### src/hdl/pdi_pkg.sv
`default_nettype none
// ----------------------------------------------------------------------------
// pdi_pkg: shared types and constants
// Item types, controller states and limits for the integer formatter.
// ----------------------------------------------------------------------------
package pdi_pkg;

    localparam int MAX_DIGITS = 64;
    localparam int MAX_FIELD  = 64;
    localparam int OUT_LIMIT  = 66;
    localparam int DEC_CELLS  = 20;
    localparam int CONV_STEPS = 16;

    localparam logic [1:0] RADIX_BIN = 2'd0;
    localparam logic [1:0] RADIX_OCT = 2'd1;
    localparam logic [1:0] RADIX_DEC = 2'd2;
    localparam logic [1:0] RADIX_HEX = 2'd3;

    localparam logic [2:0] PFX_NONE  = 3'd0;
    localparam logic [2:0] PFX_ZERO  = 3'd1;
    localparam logic [2:0] PFX_LX    = 3'd2;
    localparam logic [2:0] PFX_UX    = 3'd3;
    localparam logic [2:0] PFX_LB    = 3'd4;
    localparam logic [2:0] PFX_UB    = 3'd5;

    localparam logic [7:0] CH_SPACE = 8'h20;
    localparam logic [7:0] CH_MINUS = 8'h2D;
    localparam logic [7:0] CH_ZERO  = 8'h30;

    typedef struct packed {
        logic [63:0] magnitude;
        logic        is_negative;
        logic [1:0]  radix_sel;
        logic        upper_digits;
        logic [6:0]  field_width;
        logic signed [7:0] min_digits;
        logic        left_align;
        logic        pad_zeros;
        logic [2:0]  prefix_kind;
    } request_t;

    typedef struct packed {
        logic [7:0] char_first;
        logic [7:0] char_second;
        logic [1:0] char_count;
        logic       is_last;
    } result_t;

    typedef struct packed {
        logic load;
        logic shift;
    } chain_ctl_t;

    typedef logic [DEC_CELLS-1:0][3:0] bcd_row_t;

    typedef enum logic [2:0] {
        ST_IDLE,
        ST_CONVERT,
        ST_SIZE,
        ST_LAYOUT,
        ST_EMIT
    } state_t;

    // ASCII for one digit value
    function automatic logic [7:0] digit_char(input logic [3:0] d, input logic upper);
        logic [7:0] c;
        if (d < 4'd10)
            c = CH_ZERO + {4'd0, d};
        else if (upper)
            c = 8'h41 + {4'd0, d - 4'd10};
        else
            c = 8'h61 + {4'd0, d - 4'd10};
        return c;
    endfunction

endpackage
`default_nettype wire

### src/hdl/padded_integer_to_ascii.sv
`default_nettype none
// ----------------------------------------------------------------------------
// padded_integer_to_ascii: printf-style integer formatter
// Flow: an accepted item is loaded into the decimal cell row, converted in 16
// steps of four bits each, then sized and laid out; results come from the
// output register.
// A new item is taken only in idle, after its last result is formed (busy is
// high until then); results leave up to two characters a cycle and cannot be stalled.
// Reset: asynchronous, active low; returns to idle and drops any item.
// ----------------------------------------------------------------------------
module padded_integer_to_ascii
    import pdi_pkg::*;
(
    input  wire logic     clk,
    input  wire logic     rst_n,
    input  wire logic     start,
    input  wire request_t request,
    output logic          busy,
    output logic          strobe,
    output result_t       result
);

    state_t     state_reg, state_next;
    request_t   req_reg;
    logic [4:0] step_reg, step_next;
    logic [6:0] ndig_reg, ndig_next;
    logic [6:0] zeros_reg, zeros_next;
    logic [7:0] s0_reg, s1_reg, s2_reg, s3_reg, s4_reg, s5_reg;
    logic [7:0] s0_next, s1_next, s2_next, s3_next, s4_next, s5_next;
    logic [7:0] total_reg, total_next;
    logic [7:0] pos_reg, pos_next;
    logic       strobe_reg, strobe_next;
    result_t    result_reg, result_next;

    chain_ctl_t ctl;
    bcd_row_t   bcd;
    logic       nonzero;
    logic [5:0] msb;

    logic       prec_given;
    logic [6:0] prec;
    logic [6:0] width;
    logic [1:0] npre;
    logic [7:0] body, spaces, lead_sp, zpad_sp, trail_sp, full;
    logic [6:0] nd;
    logic [7:0] c0, c1;

    pdi_digit_chain u_chain (
        .clk       (clk),
        .rst_n     (rst_n),
        .ctl       (ctl),
        .magnitude (req_reg.magnitude),
        .digits    (bcd),
        .nonzero   (nonzero),
        .msb       (msb)
    );

    // saturated options
    assign prec_given = !req_reg.min_digits[7];
    assign prec  = (req_reg.min_digits[6:0] > 7'(MAX_DIGITS)) ? 7'(MAX_DIGITS)
                                                              : req_reg.min_digits[6:0];
    assign width = (req_reg.field_width > 7'(MAX_FIELD)) ? 7'(MAX_FIELD)
                                                         : req_reg.field_width;

    always_comb
    begin
        case (req_reg.prefix_kind)
            PFX_ZERO:                      npre = 2'd1;
            PFX_LX, PFX_UX, PFX_LB, PFX_UB: npre = 2'd2;
            default:                       npre = 2'd0;
        endcase
    end

    // digit value by index from the least significant end
    function automatic logic [3:0] digit_at(input logic [5:0] idx);
        logic [65:0] ext;
        logic [3:0]  d;
        ext = {2'b00, req_reg.magnitude};
        case (req_reg.radix_sel)
            RADIX_BIN: d = {3'd0, ext[idx]};
            RADIX_OCT: d = {1'b0, ext[7'(3) * {1'b0, idx} +: 3]};
            RADIX_DEC: d = (idx < 6'(DEC_CELLS)) ? bcd[5'(idx)] : 4'd0;
            default:   d = ext[{idx[3:0], 2'b00} +: 4];
        endcase
        return d;
    endfunction

    // character at one string position
    function automatic logic [7:0] char_at(input logic [7:0] p);
        logic [7:0] c;
        logic [7:0] k;
        k = s5_reg - 8'd1 - p;
        if (p < s0_reg)
            c = CH_SPACE;
        else if (p < s1_reg)
            c = CH_MINUS;
        else if (p < s2_reg)
        begin
            if (p == s1_reg)
                c = CH_ZERO;
            else
            begin
                case (req_reg.prefix_kind)
                    PFX_LX:  c = 8'h78;
                    PFX_UX:  c = 8'h58;
                    PFX_LB:  c = 8'h62;
                    default: c = 8'h42;
                endcase
            end
        end
        else if (p < s4_reg)
            c = CH_ZERO;
        else if (p < s5_reg)
            c = digit_char(digit_at(k[5:0]), req_reg.upper_digits);
        else
            c = CH_SPACE;
        return c;
    endfunction

    // digit count for the selected radix; decimal from the highest nonzero cell
    always_comb
    begin
        logic [6:0] dn;
        dn = 7'd0;
        for (int k = 0; k < DEC_CELLS; k++)
            if (bcd[k] != 4'd0)
                dn = 7'(k + 1);
        if (!nonzero)
            nd = 7'd1;
        else
        begin
            case (req_reg.radix_sel)
                RADIX_BIN: nd = {1'b0, msb} + 7'd1;
                RADIX_OCT: nd = 7'((13'({msb}) * 13'd43) >> 7) + 7'd1;
                RADIX_DEC: nd = dn;
                default:   nd = {3'd0, msb[5:2]} + 7'd1;
            endcase
        end
        if (prec_given && prec == 7'd0 && !nonzero)
            nd = 7'd0;
    end

    // field layout
    always_comb
    begin
        body     = {7'd0, req_reg.is_negative} + {6'd0, npre}
                 + {1'b0, zeros_reg} + {1'b0, ndig_reg};
        spaces   = ({1'b0, width} > body) ? {1'b0, width} - body : 8'd0;
        lead_sp  = 8'd0;
        zpad_sp  = 8'd0;
        trail_sp = 8'd0;
        if (req_reg.left_align)
            trail_sp = spaces;
        else if (req_reg.pad_zeros && !prec_given)
            zpad_sp = spaces;
        else
            lead_sp = spaces;
        full = body + spaces;
    end

    // next state
    always_comb
    begin
        state_next = state_reg;
        case (state_reg)
            ST_IDLE:    if (start) state_next = ST_CONVERT;
            ST_CONVERT: if (step_reg == 5'(CONV_STEPS)) state_next = ST_SIZE;
            ST_SIZE:    state_next = ST_LAYOUT;
            ST_LAYOUT:  state_next = (full == 8'd0) ? ST_IDLE : ST_EMIT;
            ST_EMIT:    if (pos_reg + 8'd2 >= total_reg) state_next = ST_IDLE;
            default:    state_next = ST_IDLE;
        endcase
    end

    // datapath and outputs
    always_comb
    begin
        ctl         = '0;
        step_next   = step_reg;
        ndig_next   = ndig_reg;
        zeros_next  = zeros_reg;
        s0_next     = s0_reg;
        s1_next     = s1_reg;
        s2_next     = s2_reg;
        s3_next     = s3_reg;
        s4_next     = s4_reg;
        s5_next     = s5_reg;
        total_next  = total_reg;
        pos_next    = pos_reg;
        strobe_next = 1'b0;
        result_next = result_reg;
        c0          = char_at(pos_reg);
        c1          = char_at(pos_reg + 8'd1);
        case (state_reg)
            ST_IDLE:
            begin
                step_next = 5'd0;
            end
            ST_CONVERT:
            begin
                if (step_reg == 5'd0)
                    ctl.load = 1'b1;
                else
                    ctl.shift = 1'b1;
                step_next = step_reg + 5'd1;
            end
            ST_SIZE:
            begin
                ndig_next  = nd;
                zeros_next = (prec_given && prec > nd) ? prec - nd : 7'd0;
            end
            ST_LAYOUT:
            begin
                s0_next    = lead_sp;
                s1_next    = lead_sp + {7'd0, req_reg.is_negative};
                s2_next    = s1_next + {6'd0, npre};
                s3_next    = s2_next + zpad_sp;
                s4_next    = s3_next + {1'b0, zeros_reg};
                s5_next    = s4_next + {1'b0, ndig_reg};
                total_next = (full > 8'(OUT_LIMIT)) ? 8'(OUT_LIMIT) : full;
                pos_next   = 8'd0;
            end
            ST_EMIT:
            begin
                strobe_next = 1'b1;
                result_next.char_first = c0;
                if (pos_reg + 8'd1 < total_reg)
                begin
                    result_next.char_second = c1;
                    result_next.char_count  = 2'd2;
                end
                else
                begin
                    result_next.char_second = 8'd0;
                    result_next.char_count  = 2'd1;
                end
                result_next.is_last = (pos_reg + 8'd2 >= total_reg);
                pos_next = pos_reg + 8'd2;
            end
            default:
            begin
                step_next = 5'd0;
            end
        endcase
    end

    // control registers
    always_ff @(posedge clk or negedge rst_n)
    begin
        if (!rst_n)
        begin
            state_reg  <= ST_IDLE;
            strobe_reg <= 1'b0;
            step_reg   <= 5'd0;
        end
        else
        begin
            state_reg  <= state_next;
            strobe_reg <= strobe_next;
            step_reg   <= step_next;
        end
    end

    // payload registers
    always_ff @(posedge clk)
    begin
        if (state_reg == ST_IDLE && start)
            req_reg <= request;
        ndig_reg   <= ndig_next;
        zeros_reg  <= zeros_next;
        s0_reg     <= s0_next;
        s1_reg     <= s1_next;
        s2_reg     <= s2_next;
        s3_reg     <= s3_next;
        s4_reg     <= s4_next;
        s5_reg     <= s5_next;
        total_reg  <= total_next;
        pos_reg    <= pos_next;
        result_reg <= result_next;
    end

    assign busy   = (state_reg != ST_IDLE);
    assign strobe = strobe_reg;
    assign result = result_reg;

endmodule
`default_nettype wire

### src/hdl/pdi_bcd_cell.sv
`default_nettype none
// ----------------------------------------------------------------------------
// pdi_bcd_cell: one decimal digit of the conversion row
// Takes four bits per cycle from its lower neighbor while shift is set, adjusting before each
// shift, and hands its four outgoing bits to the upper neighbor.
// ----------------------------------------------------------------------------
module pdi_bcd_cell
    import pdi_pkg::*;
(
    input  wire logic       clk,
    input  wire chain_ctl_t ctl,
    input  wire logic [3:0] bits_in,
    output logic [3:0]      bits_out,
    output logic [3:0]      digit
);

    logic [3:0] digit_reg;
    logic [3:0] digit_next;

    // four add-3 and shift steps, first incoming bit is bits_in[3]
    always_comb
    begin
        logic [3:0] d;
        logic [3:0] adj;
        d = digit_reg;
        bits_out = '0;
        for (int j = 0; j < 4; j++)
        begin
            adj = (d >= 4'd5) ? d + 4'd3 : d;
            bits_out[3-j] = adj[3];
            d = {adj[2:0], bits_in[3-j]};
        end
        digit_next = d;
    end

    // clear on load, advance on shift
    always_ff @(posedge clk)
    begin
        if (ctl.load)
            digit_reg <= '0;
        else if (ctl.shift)
            digit_reg <= digit_next;
    end

    assign digit = digit_reg;

endmodule
`default_nettype wire

### src/hdl/pdi_digit_chain.sv
`default_nettype none
// ----------------------------------------------------------------------------
// pdi_digit_chain: binary to decimal conversion row
// Shifts the magnitude into a row of decimal cells four bits a cycle while
// shift is set, and finds the most significant set bit on the way.
// ----------------------------------------------------------------------------
module pdi_digit_chain
    import pdi_pkg::*;
(
    input  wire logic        clk,
    input  wire logic        rst_n,
    input  wire chain_ctl_t  ctl,
    input  wire logic [63:0] magnitude,
    output bcd_row_t         digits,
    output logic             nonzero,
    output logic [5:0]       msb
);

    logic [63:0] shift_reg;
    logic [5:0]  base_reg;
    logic        found_reg;
    logic [5:0]  msb_reg;
    logic [3:0]  nib;
    logic [1:0]  lead;
    logic [DEC_CELLS:0][3:0] link;

    assign nib  = shift_reg[63:60];
    assign lead = nib[3] ? 2'd0 : (nib[2] ? 2'd1 : (nib[1] ? 2'd2 : 2'd3));
    assign link[0] = nib;

    // row of decimal cells
    for (genvar i = 0; i < DEC_CELLS; i++)
    begin : g_cell
        pdi_bcd_cell u_cell (
            .clk      (clk),
            .ctl      (ctl),
            .bits_in  (link[i]),
            .bits_out (link[i+1]),
            .digit    (digits[i])
        );
    end

    // hold magnitude and track the top set bit
    always_ff @(posedge clk or negedge rst_n)
    begin
        if (!rst_n)
        begin
            found_reg <= 1'b0;
            base_reg  <= '1;
        end
        else if (ctl.load)
        begin
            found_reg <= 1'b0;
            base_reg  <= '1;
        end
        else if (ctl.shift)
        begin
            base_reg <= base_reg - 6'd4;
            if (!found_reg && nib != 4'd0)
                found_reg <= 1'b1;
        end
    end

    always_ff @(posedge clk)
    begin
        if (ctl.load)
        begin
            shift_reg <= magnitude;
            msb_reg   <= '0;
        end
        else if (ctl.shift)
        begin
            shift_reg <= {shift_reg[59:0], 4'd0};
            if (!found_reg && nib != 4'd0)
                msb_reg <= base_reg - {4'd0, lead};
        end
    end

    assign nonzero = found_reg;
    assign msb     = msb_reg;

endmodule
`default_nettype wire
### config.mk
export PLATFORM = sky130hd
export DESIGN_NAME = padded_integer_to_ascii
export DESIGN_NICKNAME = d
export VERILOG_FILES = /design/src/hdl/pdi_pkg.sv /design/src/hdl/padded_integer_to_ascii.sv /design/src/hdl/pdi_bcd_cell.sv /design/src/hdl/pdi_digit_chain.sv
export SDC_FILE = /design/constraint.sdc
export NUM_CORES = 2
export LEC_CHECK = 0
export ABC_AREA = 1
export BUFFER_PORTS_ARGS = -buffer_cell sky130_fd_sc_hd__buf_2
export CAP_MARGIN = 20
export CORE_ASPECT_RATIO = 0.75
export CORE_MARGIN = 1
export CORE_UTILIZATION = 66
export CTS_BUF_LIST = sky130_fd_sc_hd__clkbuf_8
export CTS_CLUSTER_DIAMETER = 150
export DETAILED_ROUTE_END_ITERATION = 10
export PLACE_DENSITY = 0.94
export SYNTH_ARGS = -nofsm -noshare
export SYNTH_HDL_FRONTEND = slang
export SYNTH_SLANG_ARGS = --single-unit
export TNS_END_PERCENT = 1
### constraint.sdc
create_clock -name clk -period 13.64 [get_ports clk]
set_input_delay 4.092 -clock clk [delete_from_list [all_inputs] [get_ports clk]]
set_output_delay 4.092 -clock clk [all_outputs]
set_load 0.03 [all_outputs]
# ---- After elaboration in Yosys (flattened, before gate mapping)
# Cells that the tools add are included.
dict set report totals {
  word_cells 509
  inputBits 91
  output_inout_bits 21
  ff_bits 343
}
dict set report op_classes {
  n_mul 3
  shifts 4
  mux 171
  add_sub_neg 110
  n_eq_ne 17
  bitwise_logic 1
  reduce_logical 46
  n_lt_le_gt_ge 105
}
# operator n
set op_table {}
lappend op_table {{4-bit two-way mux} 91}
lappend op_table {{4-bit by 3-bit greater-or-equal comparator with 1-bit output, second input constant} 80}
lappend op_table {{4-bit by 2-bit adder with 4-bit output, second input constant} 76}
lappend op_table {{7-bit two-way mux} 24}
lappend op_table {{66-bit by 7-bit variable part select with 4-bit output} 2}
lappend op_table {{66-bit by 8-bit variable part select with 3-bit output} 2}
lappend op_table {{64-bit two-way mux} 2}
lappend op_table {{8-bit two-way mux} 16}
lappend op_table {{8-bit less-than comparator} 11}
lappend op_table {{4-bit nonzero test} 21}
lappend op_table {{4-bit binary-select mux with 5-bit select} 2}
lappend op_table {{7-bit by 4-bit adder with 8-bit output, first input constant} 4}
lappend op_table {{8-bit by 7-bit adder with 8-bit output} 3}
lappend op_table {{3-bit two-way mux} 8}
lappend op_table {{6-bit two-way mux} 4}
lappend op_table {{4-bit case mux with 3 select lines} 2}
lappend op_table {{7-bit case mux with 3 select lines} 1}
lappend op_table {{6-bit case mux with 3 select lines} 1}
lappend op_table {{8-bit adder} 2}
lappend op_table {{8-bit equality test} 2}
lappend op_table {{6-bit by 8-bit less-than comparator with 1-bit output, second input constant} 2}
lappend op_table {{8-bit case mux with 2 select lines} 1}
lappend op_table {{3-bit case mux with 5 select lines} 1}
lappend op_table {{6-bit by 4-bit adder with 7-bit output, first input constant} 2}
lappend op_table {{other kinds (55)} 97}

# ---- Depth between registers and ports, before layout
dict set report logic_depth {
  ltp_word 26
  mapped_depth 49
  depth_no_buf 49
}

# ---- Cells and area by module
# Synthesis repeated with hierarchy kept, for this count alone.
dict set report hier_totals {
  cells_unflattened 4875
  area_unflattened_um2 34317.9
}
# module area_each_um2 seq_area_each_um2 cells_each n_inst
set modules_own_cells {}
lappend modules_own_cells {padded_integer_to_ascii 18530.3 5450.2 2579 1}
lappend modules_own_cells {{pdi_bcd_cell (u_chain.g_cell[0].u_cell ...)} 620.6 80.1 97 19}
lappend modules_own_cells {pdi_digit_chain 3413.3 2198.4 358 1}
lappend modules_own_cells {{pdi_bcd_cell (u_chain.g_cell[19].u_cell)} 583.1 80.1 95 1}

# ---- Worst setup path after synthesis
# OpenSTA, ideal clock, no wires.
dict set report synth_timing {
  path_kind {input port to flip-flop}
  startpoint {input start}
  endpoint {register req_reg[0] in the netlist's numbering, enable pin}
  required_time_ns 13.104
  path_stages 2
  t_arrival_ns 7.768
  slack_ns 5.336
  setup_ns 0.536
  path_buffers 0
  path_cell_list {inv_1 nor2_1}
}
dict set report synth_between {
  elab_chain_len 1
}
# element line
set synth_lines {}
lappend synth_lines {{start: declaration} padded_integer_to_ascii.sv:16} ;# input wire logic start,
lappend synth_lines {{1-bit logical AND} padded_integer_to_ascii.sv:267} ;# if (state_reg == ST_IDLE && start)
lappend synth_lines {{end signal: assignment} padded_integer_to_ascii.sv:268} ;# req_reg <= request;
lappend synth_lines {{end: declaration} padded_integer_to_ascii.sv:24} ;# request_t req_reg;
# No other way between the ends.
# A chain may end at the register's enable or synchronous reset.

# ---- Worst setup path in the final report
dict set report layout_timing {
  startpoint {register req_reg[1] in the netlist's numbering}
  endpoint {register s5_reg[7], data pin}
}
dict set report layout_between {
  elab_chain_len 15
  elab_cells_between_ends 22
  classes_between {add/sub: 9; order compare: 1; eq/ne: 5; mux: 6; reduce/logical: 1}
}
# element line
set layout_lines {}
lappend layout_lines {{3-bit equality test / 3-bit by 2-bit equality test with 1-bit output (equally long branches)} padded_integer_to_ascii.sv:67} ;# case (req_reg.prefix_kind)
lappend layout_lines {{4-bit OR reduction} padded_integer_to_ascii.sv:67}
lappend layout_lines {{2-bit case mux with 2 select lines (*)} padded_integer_to_ascii.sv:67}
lappend layout_lines {{1-bit by 2-bit adder with 3-bit output (*)} padded_integer_to_ascii.sv:146} ;# body = {7'd0, req_reg.is_negative} + {6'd0, npre}
lappend layout_lines {{3-bit by 7-bit adder with 8-bit output (*)} padded_integer_to_ascii.sv:147} ;# + {1'b0, zeros_reg} + {1'b0, ndig_reg};
lappend layout_lines {{8-bit by 7-bit adder with 8-bit output (*)} padded_integer_to_ascii.sv:147}
lappend layout_lines {{7-bit by 8-bit subtractor with 8-bit output / 7-bit by 8-bit greater-than comparator with 1-bit output (equally long branches)} padded_integer_to_ascii.sv:148} ;# spaces = ({1'b0, width} > body) ? {1'b0, width} - body : 8'd0;
lappend layout_lines {{8-bit two-way mux (*)} padded_integer_to_ascii.sv:148}
lappend layout_lines {{8-bit two-way mux (*)} padded_integer_to_ascii.sv:154} ;# else if (req_reg.pad_zeros && !prec_given)
lappend layout_lines {{8-bit two-way mux (*)} padded_integer_to_ascii.sv:152} ;# if (req_reg.left_align)
lappend layout_lines {{via lead_sp[0]} padded_integer_to_ascii.sv:44} ;# logic [7:0] body, spaces, lead_sp, zpad_sp, trail_sp, full;
lappend layout_lines {{8-bit by 1-bit adder with 8-bit output (*)} padded_integer_to_ascii.sv:215} ;# s1_next = lead_sp + {7'd0, req_reg.is_negative};
lappend layout_lines {{8-bit by 2-bit adder with 8-bit output (*)} padded_integer_to_ascii.sv:216} ;# s2_next = s1_next + {6'd0, npre};
lappend layout_lines {{8-bit adder (*)} padded_integer_to_ascii.sv:217} ;# s3_next = s2_next + zpad_sp;
lappend layout_lines {{8-bit by 7-bit adder with 8-bit output (*)} padded_integer_to_ascii.sv:218} ;# s4_next = s3_next + {1'b0, zeros_reg};
lappend layout_lines {{8-bit by 7-bit adder with 8-bit output (*)} padded_integer_to_ascii.sv:219} ;# s5_next = s4_next + {1'b0, ndig_reg};
lappend layout_lines {{end signal: assignment} padded_integer_to_ascii.sv:276} ;# s5_reg <= s5_next;
lappend layout_lines {{end: declaration} padded_integer_to_ascii.sv:28} ;# logic [7:0] s0_reg, s1_reg, s2_reg, s3_reg, s4_reg, s5_reg;
# Mark *: on every way through the listed nets, which the timed path passes. The rest lies on a longest branch.

==> flow_summary.toml <==
[worst_setup_path]
startpoint = "req_reg[1]"
slowest_delay_ps = 570
r2r_setup_slack_ps = 5320
worstPathArrival_ps = 8700
worstSetupPathType = "register to register"
rr_worst_depth = 40
crit_cells = 40
path_delay_family = "adder cells"
endpoint = "s5_reg[7]"
cp-start-kind = "register"
r2r_end = "s5_reg[7]"
cp_max_fo = 4
crit_required_ps = 14030
reg2reg_from = "req_reg[1]"
path_buf_inv = 7
crit_top_cell = "nor2_1"
cp_slowest_cell = "fa_1"
cp-end-kind = "register"

[die]
die_x_um = 256
die_h_um = 193
ios = 112
core_um2 = 47600
dieArea_um2 = 49300
initial_core_util_pct = 67.1
rows = 69

[synthesis]
ys_ff_latch = 339
syn_area_um2 = 31900
async_flop_share_pct = 4.42
syn_avg_cell_area_um2 = 7.02
synth_cell_type_count = 68
synthTopCellsByArea = "edfxtp_1, ha_1, nand2_1"
synthCells = 4551
synth_top_cell_by_area = "edfxtp_1"
synth_top_area_share_pct = 22.4
synth-main-ff-cell = "edfxtp_1"
synth-edff-count = 238
ys_warn_count = 0
yosysSeqAreaShare_pct = 29.0

[drt]
highest_layer = "met4"
drt-total-wl_mm = 95.7
drt-met1-wl_mm = 38.0
post_drt_wl_per_cell_um = 18.1
wl_met3_mm = 14.0
drtIter0Drc = 5277
ant_nets = 0
firstDrtPassIters = 10
drt_drc_violations_left = 1
wl_met2_mm = 40.4
num_vias = 32615
vias_per_cell = 6.18

[clocking]
post_cts_buffers = 0
clock_path_buffers = 3
cts_tree = "built"
post_cts_resized = 0
holdBufCountCts = 0
ctsHtreeMaxLevel = 2
clk-insertion-delay-late_ps = 650
cts_root_buf = "clkbuf_8"
cts.sinks = 339
clk_pin_slew_worst_paths_ps = 70
cts-buffers-inserted = 52

[global_routing]
grt_max_degree = 223
grt.overflow.total = 0
first_global_vias = 29538
antenna_found_initial = 1
grt_pass1_wl_mm = 151
track_usage_pct = 37.7

[run_status]
violations = "design-rule violations"
status = "finished, violations left"

[sta]
fmax_ghz = 0.120
fin_worst_skew_ps = 28.6
slew_headroom_pct = 28.8
hold_viol = 0
setup_viol = 0
slew_viol_final = 0
rsz0062_at_grt = "no"
post-route-min-period_ps = 8320
hold_ws_ps = 522
fin_tns_setup_ps = 0
fin_crit_sh_pct = 61.0
worst_pin_slew_ps = 1070

[layout]
drive_above_1_share_pct = 7.00
fin_util_pct = 71.3
nets = 5034
syn_to_final_growth_pct = 6.14
largest_register_ffs = 88

[placed_design]
port_buffers = 109
dp_hpwl_mm = 69.3
globalplace.congestion = 1.05

[min_path]
hp-class = "register to register"
holdPathStages = 2

[flow_run]
maxCapViolCount = 0
-- through the flow --
stage               setup slack (ps)  cells  cell area (um^2)
finish                          5320   5281             33900
global placement                5950   5182             32900
global route                    4720   5281             33900
floorplan                       5340   4553             31900
CTS                             5420   5280             33900
detailed placement              5600   5182             32900
-- cells in the final DEF, fill, tap and decap left out, types with 11 or more instances in the layout --
master and count:
o21ai_2 35, a211oi_1 11, nor2_1 394, o211ai_1 78, nand3_1 276, buf_4 23, inv_1 737, clkinv_1 14
or2_2 22, a21oi_1 290, inv_2 16, dfxtp_1 86, xnor2_1 19, o221ai_1 15, o311ai_0 13, buf_2 109
nand2_1 962, o21ai_0 447, xor2_1 107, o22ai_1 36, ha_1 321, o21ai_1 73, clkbuf_8 58, nor3_1 43
edfxtp_1 238, nand4_1 18, fa_1 23, o21a_1 12
-- metal layers --
metal	track usage (%)	up-vias
met1	51.6	14749
met5	0	-
met4	11.5	0
met2	58.2	2343
li1	-	15163
met3	10.1	360
-- cells by family (layout without fill, tap and decap cells) --
group	Yosys count	after routing	synth area share, %
muxes	1	1	0.0313
buffers and inverters	882	970	10.8
AOI/OAI and AO/OA	1071	1071	19.0
other	1	4	0.0117
and+or+nand+nor	1773	1773	23.0
xor gates and xnor gates	138	138	4.11
DFF	339	339	29.0
adders and majority gates	346	346	14.1
-- Yosys cell counts (4+ instances only) --
master and number:
nand2_1 962, inv_1 719, o21ai_0 447, nor2_1 396
ha_1 322, a21oi_1 290, nand3_1 276, edfxtp_1 238
xor2_1 107, dfxtp_1 86, o211ai_1 78, o21ai_1 73
clkbuf_1 66, buf_2 54, nor3_1 45, o22ai_1 36
o21ai_2 35, fa_1 24, or2_2 22, xnor2_1 20
nand4_1 18, inv_2 16, o221ai_1 15, o311ai_0 13
o21a_1 12, a211oi_1 11, a31oi_1 10, buf_1 10
buf_4 10, dfrtp_1 10, nand2_2 9, nand3b_1 8
o21bai_1 8, or2_1 8, xor2_2 8, a21o_1 6
and2_1 6, nor2_2 6, o2111ai_1 6, o31ai_1 6
o32ai_1 6, a21boi_0 5, dfstp_2 5, nand3_2 4
-- tightest hold or removal path, cell delays in order, from the launching register on --
cell     delay [ps]
dfstp_2         390
o31ai_1          60
nand3_1          70
-- final cells by class --
cell class	count	area (um^2)
antenna	1	2.50
clock buffer	58	798
clock inverter	40	245
fill	3658	13700
inverter	739	2780
multi-input combinational	3332	19300
sequential	339	9250
tap	639	800
timing repair buffer	133	738
-- worst min path at each step --
stage | startpoint | to
after global routing | u_chain.shift_reg[50] | u_chain.shift_reg[54]
after global placement | u_chain.g_cell[19].u_cell.digit[0] | u_chain.g_cell[19].u_cell.digit[0]
after floorplan | u_chain.shift_reg[60] | u_chain.g_cell[0].u_cell.digit[0]
final | u_chain.base_reg[5] | u_chain.base_reg[5]
after detailed placement | u_chain.g_cell[19].u_cell.digit[0] | u_chain.g_cell[19].u_cell.digit[0]
after CTS | u_chain.g_cell[19].u_cell.digit[0] | u_chain.g_cell[19].u_cell.digit[0]
Power is left out: the tool's default activity adds up to more than one toggle a clock period on the data nets, which glitch-free logic cannot reach.
